==> src/rtl/core/rau_pkg.sv <==
package rau_pkg;

  // Every operand field travels at a fixed width; results are kept modulo 2^64.
  localparam int FIELD_BITS    = 32;
  localparam int RES_BITS      = 64;
  localparam int KIND_BITS     = 3;
  localparam int IN_DATA_BITS  = 4 * FIELD_BITS;
  localparam int OUT_DATA_BITS = 136;

  typedef enum logic [KIND_BITS-1:0] {
    KIND_REDUCE = 3'd0,
    KIND_ADD    = 3'd1,
    KIND_SUB    = 3'd2,
    KIND_MUL    = 3'd3,
    KIND_DIV    = 3'd4,
    KIND_NEGATE = 3'd5,
    KIND_CMP    = 3'd6
  } kind_t;

endpackage

==> src/rtl/core/rau_mul.sv <==
module rau_mul #(
  parameter int W = 32
) (
  input  logic           clk,
  input  logic           load,
  input  logic           step,
  input  logic           last,
  input  logic [W-1:0]   a,
  input  logic [W-1:0]   b,
  output logic [2*W-1:0] prod
);

  logic [2*W-1:0] mcand_r;
  logic [2*W-1:0] acc_r;
  logic [2*W-1:0] acc_nxt;
  logic [W-1:0]   mplier_r;
  logic [2*W-1:0] addend;

  // One multiplier bit per cycle while step is high, lowest first. The top bit of a
  // two's complement multiplier carries negative weight, so the last step subtracts.
  always_comb begin
    addend  = mplier_r[0] ? mcand_r : '0;
    acc_nxt = last ? (acc_r - addend) : (acc_r + addend);
  end

  always_ff @(posedge clk) begin
    if (load) begin
      mcand_r  <= {{W{a[W-1]}}, a};
      mplier_r <= b;
      acc_r    <= '0;
    end else if (step) begin
      acc_r    <= acc_nxt;
      mcand_r  <= {mcand_r[2*W-2:0], 1'b0};
      mplier_r <= {1'b0, mplier_r[W-1:1]};
    end
  end

  assign prod = acc_r;

endmodule

==> src/rtl/core/rau_reduce.sv <==
module rau_reduce #(
  parameter int W = 32
) (
  input  logic         clk,
  input  logic         rst_n,
  input  logic         start,
  input  logic [W-1:0] mn,
  input  logic [W-1:0] md,
  output logic         done,
  output logic [W-1:0] qn,
  output logic [W-1:0] qd
);

  localparam int CW = $clog2(W);

  typedef enum logic [2:0] {
    R_IDLE = 3'b001,
    R_GCD  = 3'b010,
    R_DIV  = 3'b100
  } rstate_t;

  rstate_t        state_r;
  logic           done_r;
  logic [W-1:0]   u_r;
  logic [W-1:0]   v_r;
  logic [W-1:0]   sn_r;
  logic [W-1:0]   sd_r;
  logic [W-1:0]   g_r;
  logic [W-1:0]   rem_n_r;
  logic [W-1:0]   rem_d_r;
  logic [CW-1:0]  cnt_r;
  logic           u_ge_v;
  logic [W-1:0]   diff;
  logic [2*W-1:0] step_n;
  logic [2*W-1:0] step_d;
  logic           gcd_end;

  // One restoring division step: returns {remainder, dividend with quotient bit}.
  function automatic logic [2*W-1:0] div_step(input logic [W-1:0] rem,
                                              input logic [W-1:0] dvd,
                                              input logic [W-1:0] dvs);
    logic [W:0] t;
    logic [W:0] s;
    t = {rem, dvd[W-1]};
    s = t - {1'b0, dvs};
    if (t >= {1'b0, dvs}) begin
      div_step = {s[W-1:0], dvd[W-2:0], 1'b1};
    end else begin
      div_step = {t[W-1:0], dvd[W-2:0], 1'b0};
    end
  endfunction

  always_comb begin
    u_ge_v  = (u_r >= v_r);
    diff    = u_ge_v ? (u_r - v_r) : (v_r - u_r);
    gcd_end = (u_r == '0) || (v_r == '0);
    step_n  = div_step(rem_n_r, sn_r, g_r);
    step_d  = div_step(rem_d_r, sd_r, g_r);
  end

  always_ff @(posedge clk) begin
    if (!rst_n) begin
      state_r <= R_IDLE;
      done_r  <= 1'b0;
    end else begin
      done_r <= 1'b0;
      case (state_r)
        R_IDLE: begin
          if (start) state_r <= R_GCD;
        end
        R_GCD: begin
          if (gcd_end) state_r <= R_DIV;
        end
        R_DIV: begin
          if (cnt_r == '0) begin
            state_r <= R_IDLE;
            done_r  <= 1'b1;
          end
        end
        default: state_r <= R_IDLE;
      endcase
    end
  end

  // Binary gcd. Common factors of two are taken out of the dividends as they
  // are found, so the dividends only need division by the odd part left over.
  always_ff @(posedge clk) begin
    case (state_r)
      R_IDLE: begin
        if (start) begin
          u_r  <= mn;
          v_r  <= md;
          sn_r <= mn;
          sd_r <= md;
        end
      end
      R_GCD: begin
        if (gcd_end) begin
          g_r     <= (u_r == '0) ? v_r : u_r;
          rem_n_r <= '0;
          rem_d_r <= '0;
          cnt_r   <= CW'(W - 1);
        end else if (!u_r[0] && !v_r[0]) begin
          u_r  <= {1'b0, u_r[W-1:1]};
          v_r  <= {1'b0, v_r[W-1:1]};
          sn_r <= {1'b0, sn_r[W-1:1]};
          sd_r <= {1'b0, sd_r[W-1:1]};
        end else if (!u_r[0]) begin
          u_r <= {1'b0, u_r[W-1:1]};
        end else if (!v_r[0]) begin
          v_r <= {1'b0, v_r[W-1:1]};
        end else if (u_ge_v) begin
          u_r <= {1'b0, diff[W-1:1]};
        end else begin
          v_r <= {1'b0, diff[W-1:1]};
        end
      end
      R_DIV: begin
        {rem_n_r, sn_r} <= step_n;
        {rem_d_r, sd_r} <= step_d;
        cnt_r           <= cnt_r - 1'b1;
      end
      default: begin
        cnt_r <= cnt_r;
      end
    endcase
  end

  assign done = done_r;
  assign qn   = sn_r;
  assign qd   = sd_r;

endmodule

==> src/rtl/core/rational_arithmetic_unit_top.sv <==
// Rational arithmetic unit. Each input beat carries an operation kind on
// in_tuser and two fractions a_num/a_den and b_num/b_den on in_tdata; one
// result beat comes out for every input beat. The block works on one item at
// a time. Add, subtract, multiply, divide and compare run three bit-serial
// multipliers side by side, one multiplier bit per cycle. Reduce and negate
// run a binary gcd (one shift or subtract-and-shift step per cycle) followed
// by two restoring dividers working in parallel, one quotient bit per cycle;
// a zero denominator skips that work, as does the unused kind code. A new
// item is accepted while the previous result still waits in the output
// register. Only the low OPERAND_BITS bits of each operand are used,
// sign-extended from there.
module rational_arithmetic_unit_top #(
  parameter int OPERAND_BITS = 32
) (
  input  logic                               clk,
  input  logic                               rst_n,
  input  logic                               in_tvalid,
  output logic                               in_tready,
  // a_num [31:0], a_den [63:32], b_num [95:64], b_den [127:96]
  input  logic [rau_pkg::IN_DATA_BITS-1:0]   in_tdata,
  // kind [2:0]
  input  logic [rau_pkg::KIND_BITS-1:0]      in_tuser,
  output logic                               out_tvalid,
  input  logic                               out_tready,
  // res_num [63:0], res_den [127:64], is_less [128], is_equal [129],
  // is_greater [130], zero fill [135:131]
  output logic [rau_pkg::OUT_DATA_BITS-1:0]  out_tdata,
  // den_zero [0]
  output logic [0:0]                         out_tuser
);

  import rau_pkg::*;

  localparam int P  = OPERAND_BITS;
  localparam int CW = $clog2(P);
  localparam int PAD_BITS = OUT_DATA_BITS - 2 * RES_BITS - 3;

  typedef enum logic [3:0] {
    S_IDLE = 4'b0001,
    S_MUL  = 4'b0010,
    S_RED  = 4'b0100,
    S_DONE = 4'b1000
  } state_t;

  state_t         state_r;
  logic [CW-1:0]  cnt_r;
  kind_t          kind_r;
  logic           neg_r;
  logic           num_nz_r;
  logic           dz_r;

  logic                     out_valid_r;
  logic [OUT_DATA_BITS-1:0] out_data_r;
  logic                     out_dz_r;

  kind_t          kind_in;
  logic [P-1:0]   an_in;
  logic [P-1:0]   ad_in;
  logic [P-1:0]   bn_in;
  logic [P-1:0]   bd_in;
  logic [P-1:0]   an_mag;
  logic [P-1:0]   ad_mag;
  logic           neg_in;
  logic           is_red_in;
  logic           is_mul_in;
  logic           den_zero_in;
  logic           accept;
  logic           red_start;
  logic           load_out;

  logic [2*P-1:0] prod0;
  logic [2*P-1:0] prod1;
  logic [2*P-1:0] prod2;
  logic           red_done;
  logic [P-1:0]   red_qn;
  logic [P-1:0]   red_qd;

  logic [RES_BITS-1:0] x64;
  logic [RES_BITS-1:0] y64;
  logic [RES_BITS-1:0] z64;
  logic [RES_BITS-1:0] qn64;
  logic [RES_BITS-1:0] rn;
  logic [RES_BITS-1:0] rd;
  logic                lt;
  logic                eq;
  logic                gt;
  logic                dz;

  always_comb begin
    kind_in = kind_t'(in_tuser);
    an_in   = in_tdata[P-1:0];
    ad_in   = in_tdata[FIELD_BITS+P-1:FIELD_BITS];
    bn_in   = in_tdata[2*FIELD_BITS+P-1:2*FIELD_BITS];
    bd_in   = in_tdata[3*FIELD_BITS+P-1:3*FIELD_BITS];
    an_mag  = an_in[P-1] ? (P'(0) - an_in) : an_in;
    ad_mag  = ad_in[P-1] ? (P'(0) - ad_in) : ad_in;
    // Negate flips the numerator sign; a zero numerator gives zero either way.
    neg_in  = ((kind_in == KIND_NEGATE) ? (!an_in[P-1] && (an_in != '0)) : an_in[P-1])
              ^ ad_in[P-1];
    is_red_in   = (kind_in == KIND_REDUCE) || (kind_in == KIND_NEGATE);
    is_mul_in   = (kind_in == KIND_ADD) || (kind_in == KIND_SUB) || (kind_in == KIND_MUL) ||
                  (kind_in == KIND_DIV) || (kind_in == KIND_CMP);
    den_zero_in = (ad_in == '0);
  end

  assign in_tready = (state_r == S_IDLE);
  assign accept    = in_tvalid && in_tready;
  assign red_start = accept && is_red_in && !den_zero_in;
  assign load_out  = (state_r == S_DONE) && (!out_valid_r || out_tready);

  // Lane 0 gives a_num times b_num for multiply and a_num times b_den
  // otherwise; lane 1 gives a_den times b_num; lane 2 gives a_den times b_den.
  rau_mul #(.W(P)) u_mul0 (
    .clk  (clk),
    .load (accept),
    .step (state_r == S_MUL),
    .last (cnt_r == '0),
    .a    (an_in),
    .b    ((kind_in == KIND_MUL) ? bn_in : bd_in),
    .prod (prod0)
  );

  rau_mul #(.W(P)) u_mul1 (
    .clk  (clk),
    .load (accept),
    .step (state_r == S_MUL),
    .last (cnt_r == '0),
    .a    (ad_in),
    .b    (bn_in),
    .prod (prod1)
  );

  rau_mul #(.W(P)) u_mul2 (
    .clk  (clk),
    .load (accept),
    .step (state_r == S_MUL),
    .last (cnt_r == '0),
    .a    (ad_in),
    .b    (bd_in),
    .prod (prod2)
  );

  rau_reduce #(.W(P)) u_reduce (
    .clk   (clk),
    .rst_n (rst_n),
    .start (red_start),
    .mn    (an_mag),
    .md    (ad_mag),
    .done  (red_done),
    .qn    (red_qn),
    .qd    (red_qd)
  );

  always_ff @(posedge clk) begin
    if (!rst_n) begin
      state_r <= S_IDLE;
    end else begin
      case (state_r)
        S_IDLE: begin
          if (accept) begin
            if (is_mul_in) begin
              state_r <= S_MUL;
            end else if (is_red_in && !den_zero_in) begin
              state_r <= S_RED;
            end else begin
              state_r <= S_DONE;
            end
          end
        end
        S_MUL: begin
          if (cnt_r == '0) state_r <= S_DONE;
        end
        S_RED: begin
          if (red_done) state_r <= S_DONE;
        end
        S_DONE: begin
          if (load_out) state_r <= S_IDLE;
        end
        default: state_r <= S_IDLE;
      endcase
    end
  end

  always_ff @(posedge clk) begin
    if (accept) begin
      kind_r   <= kind_in;
      neg_r    <= neg_in;
      num_nz_r <= (an_in != '0);
      dz_r     <= den_zero_in;
      cnt_r    <= CW'(P - 1);
    end else if (state_r == S_MUL) begin
      cnt_r <= cnt_r - 1'b1;
    end
  end

  // Result selection once the serial units have settled.
  always_comb begin
    x64  = RES_BITS'($signed(prod0));
    y64  = RES_BITS'($signed(prod1));
    z64  = RES_BITS'($signed(prod2));
    qn64 = RES_BITS'(red_qn);
    rn   = '0;
    rd   = '0;
    lt   = 1'b0;
    eq   = 1'b0;
    gt   = 1'b0;
    dz   = 1'b0;
    case (kind_r)
      KIND_REDUCE, KIND_NEGATE: begin
        if (dz_r) begin
          rn = RES_BITS'(num_nz_r);
          dz = 1'b1;
        end else begin
          rn = neg_r ? (RES_BITS'(0) - qn64) : qn64;
          rd = RES_BITS'(red_qd);
        end
      end
      KIND_ADD: begin
        rn = x64 + y64;
        rd = z64;
        dz = (z64 == '0);
      end
      KIND_SUB: begin
        rn = x64 - y64;
        rd = z64;
        dz = (z64 == '0);
      end
      KIND_MUL: begin
        rn = x64;
        rd = z64;
        dz = (z64 == '0);
      end
      KIND_DIV: begin
        rn = x64;
        rd = y64;
        dz = (y64 == '0);
      end
      KIND_CMP: begin
        lt = ($signed(x64) < $signed(y64));
        gt = ($signed(y64) < $signed(x64));
        eq = (x64 == y64);
      end
      default: begin
        rn = '0;
      end
    endcase
  end

  always_ff @(posedge clk) begin
    if (!rst_n) begin
      out_valid_r <= 1'b0;
    end else if (load_out) begin
      out_valid_r <= 1'b1;
    end else if (out_tready) begin
      out_valid_r <= 1'b0;
    end
  end

  always_ff @(posedge clk) begin
    if (load_out) begin
      out_data_r <= {{PAD_BITS{1'b0}}, gt, eq, lt, rd, rn};
      out_dz_r   <= dz;
    end
  end

  assign out_tvalid = out_valid_r;
  assign out_tdata  = out_data_r;
  assign out_tuser  = out_dz_r;

endmodule

==> config.mk <==
export PLATFORM = sky130hd
export DESIGN_NAME = rational_arithmetic_unit_top
export DESIGN_NICKNAME = d
export VERILOG_FILES = /design/src/rtl/core/rau_pkg.sv /design/src/rtl/core/rau_mul.sv /design/src/rtl/core/rau_reduce.sv /design/src/rtl/core/rational_arithmetic_unit_top.sv
export SDC_FILE = /design/constraint.sdc
export NUM_CORES = 2
export LEC_CHECK = 0
export BUFFER_PORTS_ARGS = -buffer_cell sky130_fd_sc_hd__buf_4
export CAP_MARGIN = 20
export CORE_ASPECT_RATIO = 1.5
export CORE_UTILIZATION = 30
export CTS_CLUSTER_SIZE = 20
export DETAILED_ROUTE_END_ITERATION = 7
export HOLD_SLACK_MARGIN = 0.1
export PLACE_DENSITY = 0.51
export SYNTH_ARGS = -nofsm -noshare
export SYNTH_HDL_FRONTEND = slang
export SYNTH_SLANG_ARGS = --single-unit
==> constraint.sdc <==
create_clock -name clk -period 15.68 [get_ports clk]
set_input_delay 0.784 -clock clk [delete_from_list [all_inputs] [get_ports clk]]
set_output_delay 0.784 -clock clk [all_outputs]
set_load 0.05 [all_outputs]
# Yosys cells after proc, flatten, opt, wreduce, memory -nomap -nowiden
# Cells that the tools add are included.
[classes]
addsub = 17
n_lt_le_gt_ge = 5
eq_ne = 33
n_mux = 72
n_bitwise = 1
n_reduce_logical = 47
[op_table]
columns = ["cell", "n"]
rows = [
  ["two-way mux 64 bit", 16],
  ["two-way mux 32 bit", 29],
  ["adder 64 bit", 4],
  ["one-hot mux 32 bit (2 select lines)", 4],
  ["one-hot mux 64 bit (4 select lines)", 1],
  ["subtractor 64 bit", 4],
  ["one-hot mux 32 bit (3 select lines)", 2],
  ["one-hot mux 64 bit (3 select lines)", 1],
  ["zero test 64 bit", 2],
  ["< comparator 64 bit", 2],
  ["subtractor 32 bit", 4],
  ["zero test 32 bit", 3],
  ["greater-or-equal comparator 33 x 32 -> 1 bit", 2],
  ["equality test 64 bit", 1],
  ["subtractor 1 x 32 -> 32 bit, first input constant", 2],
  ["subtractor 1 x 32 -> 33 bit, first input constant", 1],
  ["greater-or-equal comparator 32 bit", 1],
  ["nonzero test 32 bit", 1],
  ["two-way mux 4 bit", 6],
  ["equality test 3 bit, second input constant", 7],
  ["one-hot mux 4 bit (4 select lines)", 1],
  ["equality test 3 x 2 -> 1 bit, second input constant", 5],
  ["!= test 4 bit, second input constant", 3],
  ["AND reduction 4 bit", 3],
  ["28 further kinds", 70],
]
[word_totals]
reg_bits = 861
inputBits = 135

# Logic depth before layout (Yosys ltp)
[depth]
depth_word = 8
depth_mapped = 29
mapped_depth_nobuf = 23

# Modules after synthesis
# Synthesis repeated with hierarchy kept, for this count alone.
[hier_totals]
hier_cells = 8418
hier_area_um2 = 72320.6
[by_module_without_submodules]
columns = ["mod", "instances", "cells_per_inst", "area_each_um2", "seq_area_each_um2"]
rows = [
  ["rau_mul at u_mul0 ...", 2, 1301, 11557.3, 4164.0],
  ["rational_arithmetic_unit_top", 1, 2384, 18861.8, 4344.2],
  ["rau_reduce", 1, 2102, 18577.8, 6956.7],
  ["rau_mul at u_mul2", 1, 1330, 11766.3, 4164.0],
]

# Worst setup path after synthesis
# Ideal clock, no wire load.
[synth_path]
kind = "reg-to-reg"
from = "reg state_r[2]"
to = "reg u_mul0.mcand_r[0] (enable)"
arrival_ns = 9.852
required_time_ns = 15.005
setup_slack_ns = 5.153
stages_incl_launch_ff = 8
path_buffers = 2
synth_period_minus_slack_ns = 10.527
cell_sequence = "dfxtp_1 > clkbuf_1 > nor4b_1 > nand2_1 > inv_1 > nor2_1 > clkinv_1 > buf_1"
[synth_via]
elab_chain_cells = 3
word_cells_on_any_way = 4
classes_between = "eq/ne (2); reduce/logical (2)"
[synth_rtl]
columns = ["element", "line", "source"]
rows = [
  ["from (decl)", "rational_arithmetic_unit_top.sv:45", "state_t state_r;"],
  ["from (signal assigned)", "rational_arithmetic_unit_top.sv:156", "state_r <= S_IDLE;"],
  ["from (signal assigned)", "rational_arithmetic_unit_top.sv:162", "state_r <= S_MUL;"],
  ["from (signal assigned)", "rational_arithmetic_unit_top.sv:164", "state_r <= S_RED;"],
  ["equality test 4 x 1 -> 1 bit", "rational_arithmetic_unit_top.sv:106", "assign in_tready = (state_r == S_IDLE);"],
  ["net in_tready", "rational_arithmetic_unit_top.sv:18", "output logic in_tready,"],
  ["logical AND 1 bit", "rational_arithmetic_unit_top.sv:107", "assign accept = in_tvalid && in_tready;"],
  ["nonzero test 2 bit (no line)", "--", ""],
  ["to (signal assigned)", "rau_mul.sv:28", "mcand_r <= {{W{a[W-1]}}, a};"],
  ["to (signal assigned)", "rau_mul.sv:33", "mcand_r <= {mcand_r[2*W-2:0], 1'b0};"],
  ["to (decl)", "rau_mul.sv:13", "logic [2*W-1:0] mcand_r;"],
]
# The timed path passes the listed nets, and every way through them passes these cells.
# A chain may end at the register's enable or synchronous reset.

# Worst setup path after layout
[layout_path]
from = "reg u_mul1.mcand_r[4]"
to = "reg u_mul1.acc_r[63] (netlist: u_mul1.prod[63])"
[layout_via]
elab_chain_cells = 3
word_cells_on_any_way = 4
classes_between = "add/sub (2); mux (2)"
[layout_rtl]
columns = ["element", "line", "source"]
rows = [
  ["from (decl)", "rau_mul.sv:13", ""],
  ["from (signal assigned)", "rau_mul.sv:28", ""],
  ["from (signal assigned)", "rau_mul.sv:33", ""],
  ["two-way mux 64 bit (*)", "rau_mul.sv:22", "addend = mplier_r[0] ? mcand_r : '0;"],
  ["adder 64 bit / subtractor 64 bit (equally long branches)", "rau_mul.sv:23", "acc_nxt = last ? (acc_r - addend) : (acc_r + addend);"],
  ["two-way mux 64 bit (*)", "rau_mul.sv:23", ""],
  ["to (signal assigned)", "rau_mul.sv:32", "acc_r <= acc_nxt;"],
  ["to (decl)", "rau_mul.sv:14", "logic [2*W-1:0] acc_r;"],
]
# Mark *: on every way between the ends. The rest lies on a longest branch, timed or not.

==> results.tsv <==
metric	value	unit
status	finished, violations left	
failing checks	DRC	
Residual DRC	1	
total negative slack	0	ns
sequential power share	32.2	%
Root Driver	clkbuf_16	
CP arrival	8.20	ns
Setup Fix Bufs, Post-CTS	0	
total track usage	23.9	%
Worst-Margin Slew	1.27	ns
Final GP Congestion	1.01	
Slew headroom	15.2	%
Die Ht	579	um
Netlist cell types	103	
Setup WS pre-CTS	8.12	ns
clock sink total	797	
Internal	0.00511	W
Sw Share	41.9	%
Hold Vio Cnt, Final	0	
count of final max-slew check failures	0	
Rows	211	
clk slew on worst S/H paths	0.06	ns
# hold bufs at CTS	0	
via count	63615	
Yosys warnings	0	
vias in the first global route	61706	
H-tree Lvls	3	
clock skew	0.0427	ns
vias per cell	5.76	
layout cells sized above 1	7.72	%
antenna violations before repair	31	
Placed Area	71300	um^2
number of max-cap violations	0	
First-pass DRT Iterations	8	
RSZ-0062 raised after global routing	no	
core area	220000	um^2
Routed Antenna Nets	0	
Syn Inst Count	8078	
kind of end point of the critical path	register	
Layout area overhead	12.0	%
Post-synth EDFFs	591	
Max Fclk	0.133	GHz
DR iter-0 viols	5773	
Starting Density	30.2	%
type of the most critical hold path	input pin to register	
FFs w/ async S/R, synth	0	%
# setup viols final	0	
Die X-Extent	387	um
Critical Path Fanout Max	9	
type of origin of the critical path	register	
worst vdd ir	0.0801	mV
Ports	274	
Seq cells post-synth	797	
synthesized area	66500	um^2
first-pass GRT wire length	407000	um
register area share after synthesis	32.9	%
Power Density	118	nW/um^2
post-CTS resize count	0	
fillcell total	23173	
Worst-Skew Late Latency	0.74	ns
Mean Syn Cell Area	8.24	um^2
design area	74500	um^2
NetSw	0.00369	W
Worst EP required	16.34	ns
Tmin final	7.55	ns
Worst Setup Path Type	register to register	
I/O Buffers	268	
Power Total	0.00880	W
leakage	30.4	nW
Logic pwr share	41.2	%
maximum root-to-sink buffer count	3	
final period utilization	48.1	%
grt ovf	0	
largest net degree at the start of global routing	148	
Num CTS Buffers	95	
Post-Route WL	278000	um
final setup margin	8.13	ns
Die Area	224000	um^2
CTS tree	yes	
Wirelength per Cell	25.2	um
Net count, final	8734	
Detailed Place HPWL	217000	um
clock network power share	26.6	%
Most used DFF post-synth	edfxtp_1	
[state kept, by name (all words and copies together) (netlist names), 32 cells and up]
| name | count |
|---|---|
| out_tdata | 131 |
| u_mul0.mcand_r | 64 |
| u_mul0.prod | 64 |
| u_mul1.prod | 64 |
| u_mul2.prod | 64 |
| u_mul1.mcand_r | 62 |
| u_mul0.mplier_r | 32 |
| u_mul1.mplier_r | 32 |
| u_mul2.mplier_r | 32 |
| u_reduce.g_r | 32 |
| u_reduce.qd | 32 |
| u_reduce.qn | 32 |
| u_reduce.rem_d_r | 32 |
| u_reduce.rem_n_r | 32 |
| u_reduce.u_r | 32 |
| u_reduce.v_r | 32 |
[through the flow]
stage                     hold WS, ns  instances  util (%)
final                           0.322      11038      33.8
after global routing            0.295      11034      33.8
after CTS                       0.268      11027      33.8
after detailed placement        0.479      10850      32.3
after global placement          0.476      10846      32.3
after floorplan                 0.449       8082         -
[kinds of logic after synthesis]
kind of cell | synth area share (%)
AND/OR/NAND/NOR | 17.9
AO/OA/AOI/OAI | 26.3
buffers and inverters | 5.26
flip-flops | 32.9
XOR/XNOR | 6.28
other | 0.00564
adder cells (fa/ha/maj) | 10.0
multiplexers | 1.43
[Yosys cell counts (21+ instances only)]
cell         n  share of area (%)
dfxtp_1    206                6.2
o21bai_1   104                1.2
and2_1      32               0.30
a22o_1      32               0.42
a22oi_1     89                1.0
o31a_1      21               0.28
nand3_1    160                1.2
nand2b_1    61               0.57
o31ai_1    105                1.2
nor2_1     526                3.0
nor4_1     107                1.0
inv_1      445                2.5
a222oi_1    36               0.54
a21o_1     319                3.6
o211ai_1    57               0.64
o41ai_1     30               0.39
o21ai_0    510                3.8
a211oi_1    83               0.94
xor2_1     210                2.8
nor2b_1     65               0.61
o21a_1      38               0.43
xnor2_1    267                3.5
o22ai_1     68               0.64
nor3_1     122               0.92
nand4_1    107                1.0
buf_1       37               0.21
nand2_1   1119                6.3
a31oi_1     80               0.75
nor3b_1     25               0.28
a221o_1     44               0.66
a21oi_1    787                5.9
or2_2       24               0.23
ha_1       518                9.7
clkbuf_1   423                2.4
or3_1       62               0.58
mux2i_1     84                1.3
or4_1       31               0.35
edfxtp_1   591                 27
a221oi_1    76                1.0
and3_1      56               0.53
[cells in the final DEF (no fill, tap or decap), drive strengths merged, types with 68 or more instances in the layout]
cell    count
clkbuf    113
nor4      111
edfxtp    591
a21o      319
nand3     160
a31oi      80
a22oi      89
a221oi     76
nand4     108
dfxtp     206
inv       450
ha        518
nor2      526
a211oi     84
mux2i      84
o31ai     106
nor3      122
buf       368
xor2      210
o22ai      68
a21oi     789
o21ai     511
nand2    1119
xnor2     267
o21bai    104
[power by group through the flow]
stage	logic, W	clock network, W	registers [W]
floorplan	0.00244	0	0.00277
global placement	0.00358	0	0.00286
detailed placement	0.00358	0	0.00287
CTS	0.00359	0.00240	0.00282
global route	0.00393	0.00247	0.00285
finish	0.00363	0.00234	0.00283
[path summary, 6_finish.rpt]
check,startpoint,cells past startpoint,end,slack [ns]
min,in_tdata[79],3,u_mul1.mplier_r[15],0.32
min reg2reg,cnt_r[0],2,cnt_r[0],0.49
max,u_mul1.mcand_r[4],21,u_mul1.prod[63],8.13
max reg2reg,u_mul1.mcand_r[4],21,u_mul1.prod[63],8.13
[worst max-delay path: stages, from the launching register on]
cell	delay (ns)
edfxtp_1	0.51
or4_4	0.61
nor4_4	0.33
and3_2	0.29
nand2_1	0.06
a21oi_1	0.32
and2_1	0.36
nand2_1	0.23
a21oi_1	0.37
nor2_1	0.19
xor2_1	0.22
ha_1	0.46
nand4_1	0.18
or2_1	0.27
nor4_1	0.60
o2111ai_1	0.43
a2111oi_0	0.93
o21ai_0	0.34
a21oi_1	0.24
xnor2_1	0.11
or3_1	0.30
a21oi_1	0.12
[routing by layer]
metal / GRT usage (%) / part of all wire [%] / wire length [um] / vias to the layer above
met1: 29.9 / 42 / 116000 / 31052
met4: 11.1 / 4.9 / 13800 / 38
met3: 4.12 / 6.7 / 18600 / 506
met5: 0 / 0.089 / 247 / -
met2: 40.0 / 47 / 129000 / 2345
li1: - / - / - / 29674
[layout make-up]
class / count / area (um^2) / area share [%]
well taps: 2875 / 3600 / 4.83
multi-input cells: 6362 / 41300 / 55.5
clock inverters: 64 / 647 / 0.868
flip-flops and latches: 797 / 21900 / 29.4
inverters: 448 / 1700 / 2.28
repair buffers: 368 / 2820 / 3.79
clock buffers: 113 / 2530 / 3.39
diodes: 11 / 27.5 / 0.0369
(Power assumes the default switching activity.)
